### src/sv/lkvc_pkg.sv
// Shared constants for the LRU key/value cache: register map, item codes, config widths.
package lkvc_pkg;

    // configuration register indexes
    localparam int unsigned REG_CAPACITY = 0;

    // capacity register
    localparam int unsigned CAP_BITS  = 5;
    localparam int unsigned CAP_RESET = 16;

    // APB port
    localparam int unsigned APB_ADDR_BITS = 3;
    localparam int unsigned APB_DATA_BITS = 32;

    // item kinds carried on s_tuser
    localparam logic MODE_LOOKUP = 1'b0;
    localparam logic MODE_WRITE  = 1'b1;

endpackage

### src/sv/lkvc_cell.sv
// One entry of the LRU key/value cache: key, value, valid and recency rank, plus a chain stage.
module lkvc_cell #(
    parameter int  IDX_BITS   = 4,
    parameter int  KEY_BITS   = 16,
    parameter int  VALUE_BITS = 32,
    parameter int  CELL_INDEX = 0,
    parameter type acc_t      = logic,
    parameter type upd_t      = logic
) (
    input  logic                aclk,
    input  logic                aresetn,
    input  logic [KEY_BITS-1:0] cmd_key,
    input  upd_t                upd,
    input  acc_t                acc_in,
    output acc_t                acc_out,
    output logic                valid_out
);

    localparam logic [IDX_BITS-1:0] MY_IDX = IDX_BITS'(CELL_INDEX);

    logic                  valid_reg;
    logic [IDX_BITS-1:0]   rank_reg;
    logic [KEY_BITS-1:0]   key_reg;
    logic [VALUE_BITS-1:0] data_reg;
    acc_t                  acc_reg;
    acc_t                  acc_next;
    logic                  match;

    // fold this entry into the running search result from the left neighbor
    always_comb begin
        acc_next = acc_in;
        match    = valid_reg && (key_reg == cmd_key);
        if (match && !acc_in.hit) begin
            acc_next.hit      = 1'b1;
            acc_next.hit_idx  = MY_IDX;
            acc_next.hit_rank = rank_reg;
            acc_next.hit_data = data_reg;
        end
        if (valid_reg && (!acc_in.lru_found || (rank_reg > acc_in.lru_rank))) begin
            acc_next.lru_found = 1'b1;
            acc_next.lru_idx   = MY_IDX;
            acc_next.lru_rank  = rank_reg;
        end
        if (!valid_reg && !acc_in.free_found) begin
            acc_next.free_found = 1'b1;
            acc_next.free_idx   = MY_IDX;
        end
    end

    always_ff @(posedge aclk) begin
        acc_reg <= acc_next;
    end

    always_ff @(posedge aclk) begin
        if (!aresetn) begin
            valid_reg <= 1'b0;
            rank_reg  <= '0;
        end else if (upd.en) begin
            if (upd.target == MY_IDX) begin
                rank_reg <= '0;
                if (upd.set_valid) begin
                    valid_reg <= 1'b1;
                end
            end else if (valid_reg && (upd.all || (rank_reg < upd.thr))) begin
                rank_reg <= rank_reg + 1'b1;
            end
        end
    end

    always_ff @(posedge aclk) begin
        if (upd.en && (upd.target == MY_IDX)) begin
            if (upd.wr_key) begin
                key_reg <= upd.key;
            end
            if (upd.wr_data) begin
                data_reg <= upd.data;
            end
        end
    end

    assign acc_out   = acc_reg;
    assign valid_out = valid_reg;

endmodule

### src/sv/lru_key_value_cache_core.sv
// Top level of the LRU key/value cache: stream ports, APB capacity register, cell chain, control.
// An item accepted while idle is searched through the cell chain (S_SCAN), then applied in the
// update step (S_UPD), which waits while an unaccepted result is held; the result is registered.
// The search wave walks the chain one cell per cycle; no new item is taken until the update is done.
// Reset (aresetn low, synchronous): all entries invalid, ranks and occupancy zero,
// capacity 16, no result pending. Keys and values of entries are not reset.
module lru_key_value_cache_core #(
    parameter int ENTRIES    = 16,
    parameter int KEY_BITS   = 16,
    parameter int VALUE_BITS = 32,
    localparam int S_DATA_BITS = ((KEY_BITS + VALUE_BITS + 7) / 8) * 8,
    localparam int M_DATA_BITS = ((VALUE_BITS + 7) / 8) * 8
) (
    input  logic                                aclk,
    input  logic                                aresetn,
    // input items
    input  logic                                s_tvalid,
    output logic                                s_tready,
    input  logic [S_DATA_BITS-1:0]              s_tdata,   // key, write_value, zero pad
    input  logic                                s_tuser,   // mode
    // result items
    output logic                                m_tvalid,
    input  logic                                m_tready,
    output logic [M_DATA_BITS-1:0]              m_tdata,   // read_value, zero pad
    output logic                                m_tuser,   // hit
    // configuration
    input  logic                                psel,
    input  logic                                penable,
    input  logic                                pwrite,
    input  logic [lkvc_pkg::APB_ADDR_BITS-1:0]  paddr,
    input  logic [lkvc_pkg::APB_DATA_BITS-1:0]  pwdata,
    output logic [lkvc_pkg::APB_DATA_BITS-1:0]  prdata,
    output logic                                pready
);

    import lkvc_pkg::*;

    localparam int IDX_BITS = (ENTRIES > 1) ? $clog2(ENTRIES) : 1;
    localparam int CNT_BITS = $clog2(ENTRIES + 1);
    localparam int CMP_BITS = (CNT_BITS > CAP_BITS) ? CNT_BITS : CAP_BITS;

    // search result that travels down the chain, one cell per cycle
    typedef struct packed {
        logic                  hit;
        logic [IDX_BITS-1:0]   hit_idx;
        logic [IDX_BITS-1:0]   hit_rank;
        logic [VALUE_BITS-1:0] hit_data;
        logic                  lru_found;
        logic [IDX_BITS-1:0]   lru_idx;
        logic [IDX_BITS-1:0]   lru_rank;
        logic                  free_found;
        logic [IDX_BITS-1:0]   free_idx;
    } acc_t;

    // update broadcast to every cell in the same cycle
    typedef struct packed {
        logic                  en;
        logic [IDX_BITS-1:0]   target;     // entry that becomes most recent
        logic                  all;        // age every valid entry (insert into free slot)
        logic [IDX_BITS-1:0]   thr;        // else age valid entries with rank below this
        logic                  set_valid;
        logic                  wr_key;
        logic                  wr_data;
        logic [KEY_BITS-1:0]   key;
        logic [VALUE_BITS-1:0] data;
    } upd_t;

    typedef enum logic [2:0] {
        S_IDLE = 3'b001,
        S_SCAN = 3'b010,
        S_UPD  = 3'b100
    } state_t;

    state_t                state_reg, state_next;
    logic [IDX_BITS-1:0]   cnt_reg, cnt_next;
    logic [CNT_BITS-1:0]   occ_reg, occ_next;
    logic [CAP_BITS-1:0]   cap_reg;
    logic                  mode_reg;
    logic [KEY_BITS-1:0]   key_reg;
    logic [VALUE_BITS-1:0] wval_reg;
    logic                  m_valid_reg, m_valid_next;
    logic                  out_hit_reg, out_hit_next;
    logic [VALUE_BITS-1:0] out_value_reg, out_value_next;

    acc_t                  acc_chain [ENTRIES+1];
    acc_t                  tail;
    upd_t                  upd;
    logic [ENTRIES-1:0]    valid_vec;
    logic [CMP_BITS-1:0]   cap_ext;
    logic [CMP_BITS-1:0]   eff_cap;
    logic                  evict;
    logic                  go;
    logic                  s_accept;
    logic                  cfg_write;

    // ------------------------------------------------------------------
    // configuration: capacity at byte address 0
    // ------------------------------------------------------------------
    assign pready    = 1'b1;
    assign cfg_write = psel && penable && pwrite && pready;

    always_ff @(posedge aclk) begin
        if (!aresetn) begin
            cap_reg <= CAP_BITS'(CAP_RESET);
        end else if (cfg_write && (paddr[APB_ADDR_BITS-1:2] == REG_CAPACITY[APB_ADDR_BITS-3:0])) begin
            cap_reg <= pwdata[CAP_BITS-1:0];
        end
    end

    always_comb begin
        prdata = '0;
        if (paddr[APB_ADDR_BITS-1:2] == REG_CAPACITY[APB_ADDR_BITS-3:0]) begin
            prdata = APB_DATA_BITS'(cap_reg);
        end
    end

    // zero acts as one, anything above the built depth acts as the depth
    always_comb begin
        cap_ext = CMP_BITS'(cap_reg);
        if (cap_ext == '0) begin
            eff_cap = CMP_BITS'(1);
        end else if (cap_ext > CMP_BITS'(ENTRIES)) begin
            eff_cap = CMP_BITS'(ENTRIES);
        end else begin
            eff_cap = cap_ext;
        end
    end

    // ------------------------------------------------------------------
    // cell chain; cell 0 starts from an empty search result
    // ------------------------------------------------------------------
    assign acc_chain[0] = '0;

    for (genvar i = 0; i < ENTRIES; i++) begin : g_cell
        lkvc_cell #(
            .IDX_BITS   (IDX_BITS),
            .KEY_BITS   (KEY_BITS),
            .VALUE_BITS (VALUE_BITS),
            .CELL_INDEX (i),
            .acc_t      (acc_t),
            .upd_t      (upd_t)
        ) u_cell (
            .aclk      (aclk),
            .aresetn   (aresetn),
            .cmd_key   (key_reg),
            .upd       (upd),
            .acc_in    (acc_chain[i]),
            .acc_out   (acc_chain[i+1]),
            .valid_out (valid_vec[i])
        );
    end

    // when the scan ends the chain end holds the full search result
    assign tail = acc_chain[ENTRIES];

    // ------------------------------------------------------------------
    // input capture
    // ------------------------------------------------------------------
    assign s_tready = (state_reg == S_IDLE);
    assign s_accept = s_tvalid && s_tready;

    always_ff @(posedge aclk) begin
        if (s_accept) begin
            mode_reg <= s_tuser;
            key_reg  <= s_tdata[KEY_BITS-1:0];
            wval_reg <= s_tdata[KEY_BITS+VALUE_BITS-1:KEY_BITS];
        end
    end

    // ------------------------------------------------------------------
    // decision and update
    // ------------------------------------------------------------------
    // update waits until the output register can take the result
    assign go    = (state_reg == S_UPD) && (!m_valid_reg || m_tready);
    assign evict = CMP_BITS'(occ_reg) >= eff_cap;

    always_comb begin
        upd           = '0;
        upd.key       = key_reg;
        upd.data      = wval_reg;
        occ_next      = occ_reg;
        upd.en        = go && (tail.hit || (mode_reg == MODE_WRITE));
        if (tail.hit) begin
            // promote the hit entry, overwrite value on a write
            upd.target  = tail.hit_idx;
            upd.thr     = tail.hit_rank;
            upd.wr_data = (mode_reg == MODE_WRITE);
        end else if (evict) begin
            // reuse the least recent entry's slot
            upd.target  = tail.lru_idx;
            upd.thr     = tail.lru_rank;
            upd.wr_key  = 1'b1;
            upd.wr_data = 1'b1;
        end else begin
            // fill the first free slot, everything else ages
            upd.target    = tail.free_idx;
            upd.all       = 1'b1;
            upd.set_valid = 1'b1;
            upd.wr_key    = 1'b1;
            upd.wr_data   = 1'b1;
            if (upd.en) begin
                occ_next = occ_reg + 1'b1;
            end
        end
    end

    always_comb begin
        out_hit_next   = out_hit_reg;
        out_value_next = out_value_reg;
        m_valid_next   = m_valid_reg;
        if (go) begin
            m_valid_next = 1'b1;
            out_hit_next = tail.hit;
            if (mode_reg == MODE_WRITE) begin
                out_value_next = '0;
            end else if (tail.hit) begin
                out_value_next = tail.hit_data;
            end else begin
                out_value_next = '1;
            end
        end else if (m_tready) begin
            m_valid_next = 1'b0;
        end
    end

    // ------------------------------------------------------------------
    // sequencer
    // ------------------------------------------------------------------
    always_comb begin
        state_next = state_reg;
        cnt_next   = cnt_reg;
        case (state_reg)
            S_IDLE: begin
                cnt_next = '0;
                if (s_accept) begin
                    state_next = S_SCAN;
                end
            end
            S_SCAN: begin
                cnt_next = cnt_reg + 1'b1;
                if (cnt_reg == IDX_BITS'(ENTRIES - 1)) begin
                    state_next = S_UPD;
                end
            end
            S_UPD: begin
                if (go) begin
                    state_next = S_IDLE;
                end
            end
            default: begin
                state_next = S_IDLE;
            end
        endcase
    end

    always_ff @(posedge aclk) begin
        if (!aresetn) begin
            state_reg   <= S_IDLE;
            cnt_reg     <= '0;
            occ_reg     <= '0;
            m_valid_reg <= 1'b0;
        end else begin
            state_reg   <= state_next;
            cnt_reg     <= cnt_next;
            occ_reg     <= occ_next;
            m_valid_reg <= m_valid_next;
        end
    end

    always_ff @(posedge aclk) begin
        out_hit_reg   <= out_hit_next;
        out_value_reg <= out_value_next;
    end

    assign m_tvalid = m_valid_reg;
    assign m_tuser  = out_hit_reg;
    assign m_tdata  = M_DATA_BITS'(out_value_reg);

`ifndef ASSERT_OFF
    // occupancy counter tracks the number of valid entries
    a_occ_matches_valid: assert property (@(posedge aclk) disable iff (!aresetn)
        $countones(valid_vec) == int'(occ_reg))
        else $error("occupancy count differs from valid entries");

    // an insert without eviction always finds a free slot
    a_free_slot_exists: assert property (@(posedge aclk) disable iff (!aresetn)
        (state_reg == S_UPD && !tail.hit && mode_reg == MODE_WRITE && !evict) |-> tail.free_found)
        else $error("insert found no free slot");

    // an eviction always has a least recent entry to replace
    a_lru_exists: assert property (@(posedge aclk) disable iff (!aresetn)
        (state_reg == S_UPD && !tail.hit && mode_reg == MODE_WRITE && evict) |-> tail.lru_found)
        else $error("eviction found no valid entry");

    // a result is loaded only on the cycle the update completes
    a_result_after_update: assert property (@(posedge aclk) disable iff (!aresetn)
        $rose(m_valid_reg) |-> $past(state_reg == S_UPD))
        else $error("result raised outside the update step");
`endif

endmodule
### config.mk
export PLATFORM = sky130hd
export DESIGN_NAME = lru_key_value_cache_core
export DESIGN_NICKNAME = d
export VERILOG_FILES = /design/src/sv/lkvc_pkg.sv /design/src/sv/lkvc_cell.sv /design/src/sv/lru_key_value_cache_core.sv
export SDC_FILE = /design/constraint.sdc
export NUM_CORES = 2
export LEC_CHECK = 0
export BUFFER_PORTS_ARGS = -buffer_cell sky130_fd_sc_hd__buf_2
export CORE_MARGIN = 2
export CORE_UTILIZATION = 25
export DETAILED_ROUTE_END_ITERATION = 10
export PLACE_DENSITY = 0.42
export SETUP_SLACK_MARGIN = 0.5
export SLEW_MARGIN = 20
export SYNTH_ARGS = -nofsm -noshare
export SYNTH_HDL_FRONTEND = slang
export SYNTH_HIERARCHICAL = 1
export SYNTH_SLANG_ARGS = --single-unit
### constraint.sdc
create_clock -name aclk -period 6.9 [get_ports aclk]
set_input_delay 1.38 -clock aclk [delete_from_list [all_inputs] [get_ports aclk]]
set_output_delay 1.38 -clock aclk [all_outputs]
set_load 0.01 [all_outputs]
* Word level (Yosys, flattened, before mapping)
Cells that the tools add are included.
** Operators by class
- Reductions and logical operators :: 279
- Eq/ne operators :: 38
- Muxes and demuxes :: 84
- Add/subtract/negate cells :: 18
- Bitwise gates (word level) :: 3
- $lt $le $gt $ge :: 33
** Operator list (count)
- 2-to-1 mux 36 bit :: 15
- == test 16 bit :: 16
- 2-to-1 mux 4 bit :: 51
- logical AND 1 bit :: 99
- AND reduction 2 bit :: 48
- adder 4 x 1 -> 4 bit (second input constant) :: 17
- < comparator 4 bit :: 16
- zero test 1 bit :: 61
- > comparator 4 bit :: 15
- AND reduction 3 bit :: 18
- 2-to-1 mux 41 bit :: 1
- == test 4 bit (second input constant) :: 9
- nonzero test 2 bit :: 18
- logical OR 1 bit :: 33
- 2-to-1 mux 32 bit :: 1
- 2-to-1 mux 5 bit :: 4
- == test 4 x 3 -> 1 bit (second input constant) :: 4
- 2-to-1 mux 3 bit :: 3
- 2-to-1 mux 9 bit :: 1
- case mux 3 bit (3 select lines) :: 1
- == test 4 x 2 -> 1 bit (second input constant) :: 2
- case mux 4 bit (2 select lines) :: 1
- adder 5 x 1 -> 5 bit (second input constant) :: 1
- >= comparator 5 bit :: 1
- other kinds (12) :: 19
** Storage, ports and cells
- Input bits :: 91
- Logic and storage cells :: 671
- Flip-flop bits (word level) :: 1826
- Output and inout bits :: 68

* Logic depth before layout (Yosys ltp)
- Depth after elaboration :: 11
- Depth in mapped cells :: 16
- Gate-level depth less buffers :: 15

* Modules after synthesis
The synthesis kept the hierarchy.
** By module, submodules not included
- lkvc_cell at g_cell[10].u_cell ... :: instances 4, area each 4122.7 um2, seq. area each 2642.5 um2, cells each 280
- lkvc_cell at g_cell[11].u_cell ... :: instances 4, area each 4107.7 um2, seq. area each 2642.5 um2, cells each 279
- lkvc_cell at g_cell[1].u_cell ... :: instances 4, area each 4097.7 um2, seq. area each 2642.5 um2, cells each 277
- lkvc_cell at g_cell[12].u_cell ... :: instances 2, area each 4126.5 um2, seq. area each 2642.5 um2, cells each 282
- lru_key_value_cache_core :: instances 1, area each 4215.3 um2, seq. area each 2822.7 um2, cells each 336
- lkvc_cell at g_cell[15].u_cell :: instances 1, area each 4102.7 um2, seq. area each 2642.5 um2, cells each 280
- lkvc_cell at g_cell[0].u_cell :: instances 1, area each 4090.2 um2, seq. area each 2642.5 um2, cells each 278

* Worst setup path before layout
OpenSTA, ideal clock, no wires.
- Kind :: in2reg
- Start :: input m_tready
- End :: register g_cell[10].u_cell.data_reg[0] (enable)
- Stages on the path :: 4
- Arrival :: 5974 ps
- Setup time :: 392 ps
- Path buffers :: 0
- Path slack :: 534 ps
- Cell sequence :: and2b_1 -> nor2_1 -> o21a_1 -> and3_1
** RTL lines
- start: declaration :: line lru_key_value_cache_core.sv:23 : input logic m_tready,
- end signal: assignment :: line lkvc_cell.sv:76 : data_reg <= upd.data;
- end: declaration :: line lkvc_cell.sv:24 : logic [VALUE_BITS-1:0] data_reg;

==> results.cfg <==
[setup_path]
crit_required_ps = 7330
r2r_setup_slack_ps = 2400
critPathBufInv = 1
crit_start = cap_ext[1]
cp-endpoint = g_cell[9].u_cell/key_reg[14]
crit_chain = nor3_1, nor2_1, nor2_1, ha_1, nand2b_1, a31oi_1, o21ba_2, nor3_1, a221oi_2, buf_4, nor4bb_2, and3_1
timing.rr.start = cap_ext[1]
cp-start-kind = register
cp_slowest_cell = nor4bb_2
crit_fanout = 21
critPathMaxStageDelay_ps = 860
cp_top_family = simple AND/OR/NAND/NOR gates
rr_worst_depth = 12
cp.arrival_ps = 4930
endpoint_kind = register
crit_type = register to register
r2r-end = g_cell[9].u_cell/key_reg[14]
cp.depth = 12

[grt]
globalRouteOverflowTotal = 0
grt_util_met1 = 0.128
grt_pass1_wl_mm = 220
grt_pass1_vias = 36913
grtUsageTotal = 0.0973
met2_usage = 0.160
grt_antenna_before_repair = 7
grt_max_degree = 103
grtUsageMet3 = 0.0142
top_usage_layer = met2

[cells_and_area]
n_fill_cell = 28039
syn2layout_area_growth_pct = 16.3
post-route-util = 0.291
drive_above_1_share = 0.224
largest_reg_flops = 878
layout_common_cells = dfxtp_1, edfxtp_1, mux2_4, inv_1, clkbuf_16
layout_commonest_cell = dfxtp_1
final_cells = 8970
register_area_um2 = 45100
layout.nets = 5312
multi_input_area_um2 = 23400

[sta]
finalSetupViolations = 0
fin_setup_tns_ps = 0
relSlewSlack = 0.348
fmax_mhz = 222
fin_crit_sh = 0.652
slew_violations = 0
finClkSkew_ps = 92.1
fin_crit_ps = 4500
tightest_slew_ps = 975
hold_viol = 0
rsz0062_at_grt = false

[placed_design]
gp_congestion = 0.725
hpwl_mm = 91.8
dp_cells = 8609
portBuffers = 101

[die]
dieHeight_um = 533
initial_core_util = 0.251
io_pins = 159
core_um2 = 279000
die_area_um2 = 284000
die_w_um = 533
num_rows = 194

[cts]
cts_tree = built
clock_latency_ps = 860
htreeDepth = 4
clock_sinks = 1826
cts_setup_buffers = 0
hold_buffers = 0
ctsResizeCount = 0
cts_made_buffers = 198
clk_pin_slew_ps = 60
cts-root-buf = clkbuf_16
cts_buffer_depth = 4

[pwr]
irDropWorstVdd_v = 0.000222
p_sw_mw = 4.82
seqPwrFrac = 0.517
power.internal_mw = 18.0
clockPowerShare = 0.447
p_leak_nw = 31.9
swShare = 0.211
power_density_nw_per_um2 = 281
p_comb_frac = 0.036

[routing]
firstDrtPassIters = 5
totalWireLength_mm = 141
num_vias = 36293
drt_iter0_drc = 1692
post_drt_via_cell_ratio = 4.05
drc = 0
drtAntennaViolNets = 0
wl_per_cell_um = 15.7

[outcome]
status = complete, no violations

[worst_hold_path]
hold_class = register to register

[synthesis]
ys_warn_count = 6
syn_inst = 4798
syn-cell-area_um2 = 69900
avgSynthCellArea_um2 = 14.6

[run]
drv_cap = 0
## layer usage
layer  vias to the layer above  share of wire
li1                      18125              -
met1                     17373           0.48
met2                       526           0.46
met3                       269          0.031
met4                         0          0.032
met5                         -              0
## power groups by stage
stage	combinational [mW]	clock [mW]	sequential, mW
after CTS	0.836	10.7	11.8
after global placement	0.823	0	12.0
after floorplan	0.579	0	12.0
after global routing	0.910	11.0	11.8
final	0.820	10.2	11.8
after detailed placement	0.833	0	12.1
## metrics by stage
step	total power, mW	cell area (µm²)	worst slack (ps)	hold WS (ps)
detailed placement	12.9	75000	1970	394
finish	22.9	81300	2400	339
global placement	12.9	75000	1990	392
global route	23.8	81300	1980	345
floorplan	12.6	70300	534	386
CTS	23.3	81300	1920	329
## area by class of cell
cell class / instances / area share
Sequential cell: 1826 / 0.554
Multi-Input combinational cell: 2683 / 0.288
Clock buffer: 289 / 0.0705
Tap cell: 3724 / 0.0573
Timing Repair Buffer: 176 / 0.0133
Inverter: 201 / 0.00928
Clock inverter: 68 / 0.00719
Antenna cell: 3 / 0.0000924
## worst min path at each step
stage | startpoint | end | slack (ps) | cells after the start
2_1_floorplan | g_cell[9].u_cell/acc_out[51] | g_cell[10].u_cell/acc_out[51] | 390 | 1
3_3_place_gp | g_cell[14].u_cell/acc_out[51] | g_cell[15].u_cell/acc_out[51] | 390 | 1
3_5_place_dp | g_cell[9].u_cell/acc_out[53] | g_cell[10].u_cell/acc_out[53] | 390 | 1
4_1_cts | g_cell[8].u_cell/acc_out[50] | g_cell[9].u_cell/acc_out[50] | 330 | 1
5_1_grt | g_cell[8].u_cell/acc_out[53] | g_cell[9].u_cell/acc_out[53] | 350 | 1
6_report | g_cell[8].u_cell/acc_out[50] | g_cell[9].u_cell/acc_out[50] | 340 | 1
Power figures use the tool's default switching activity.
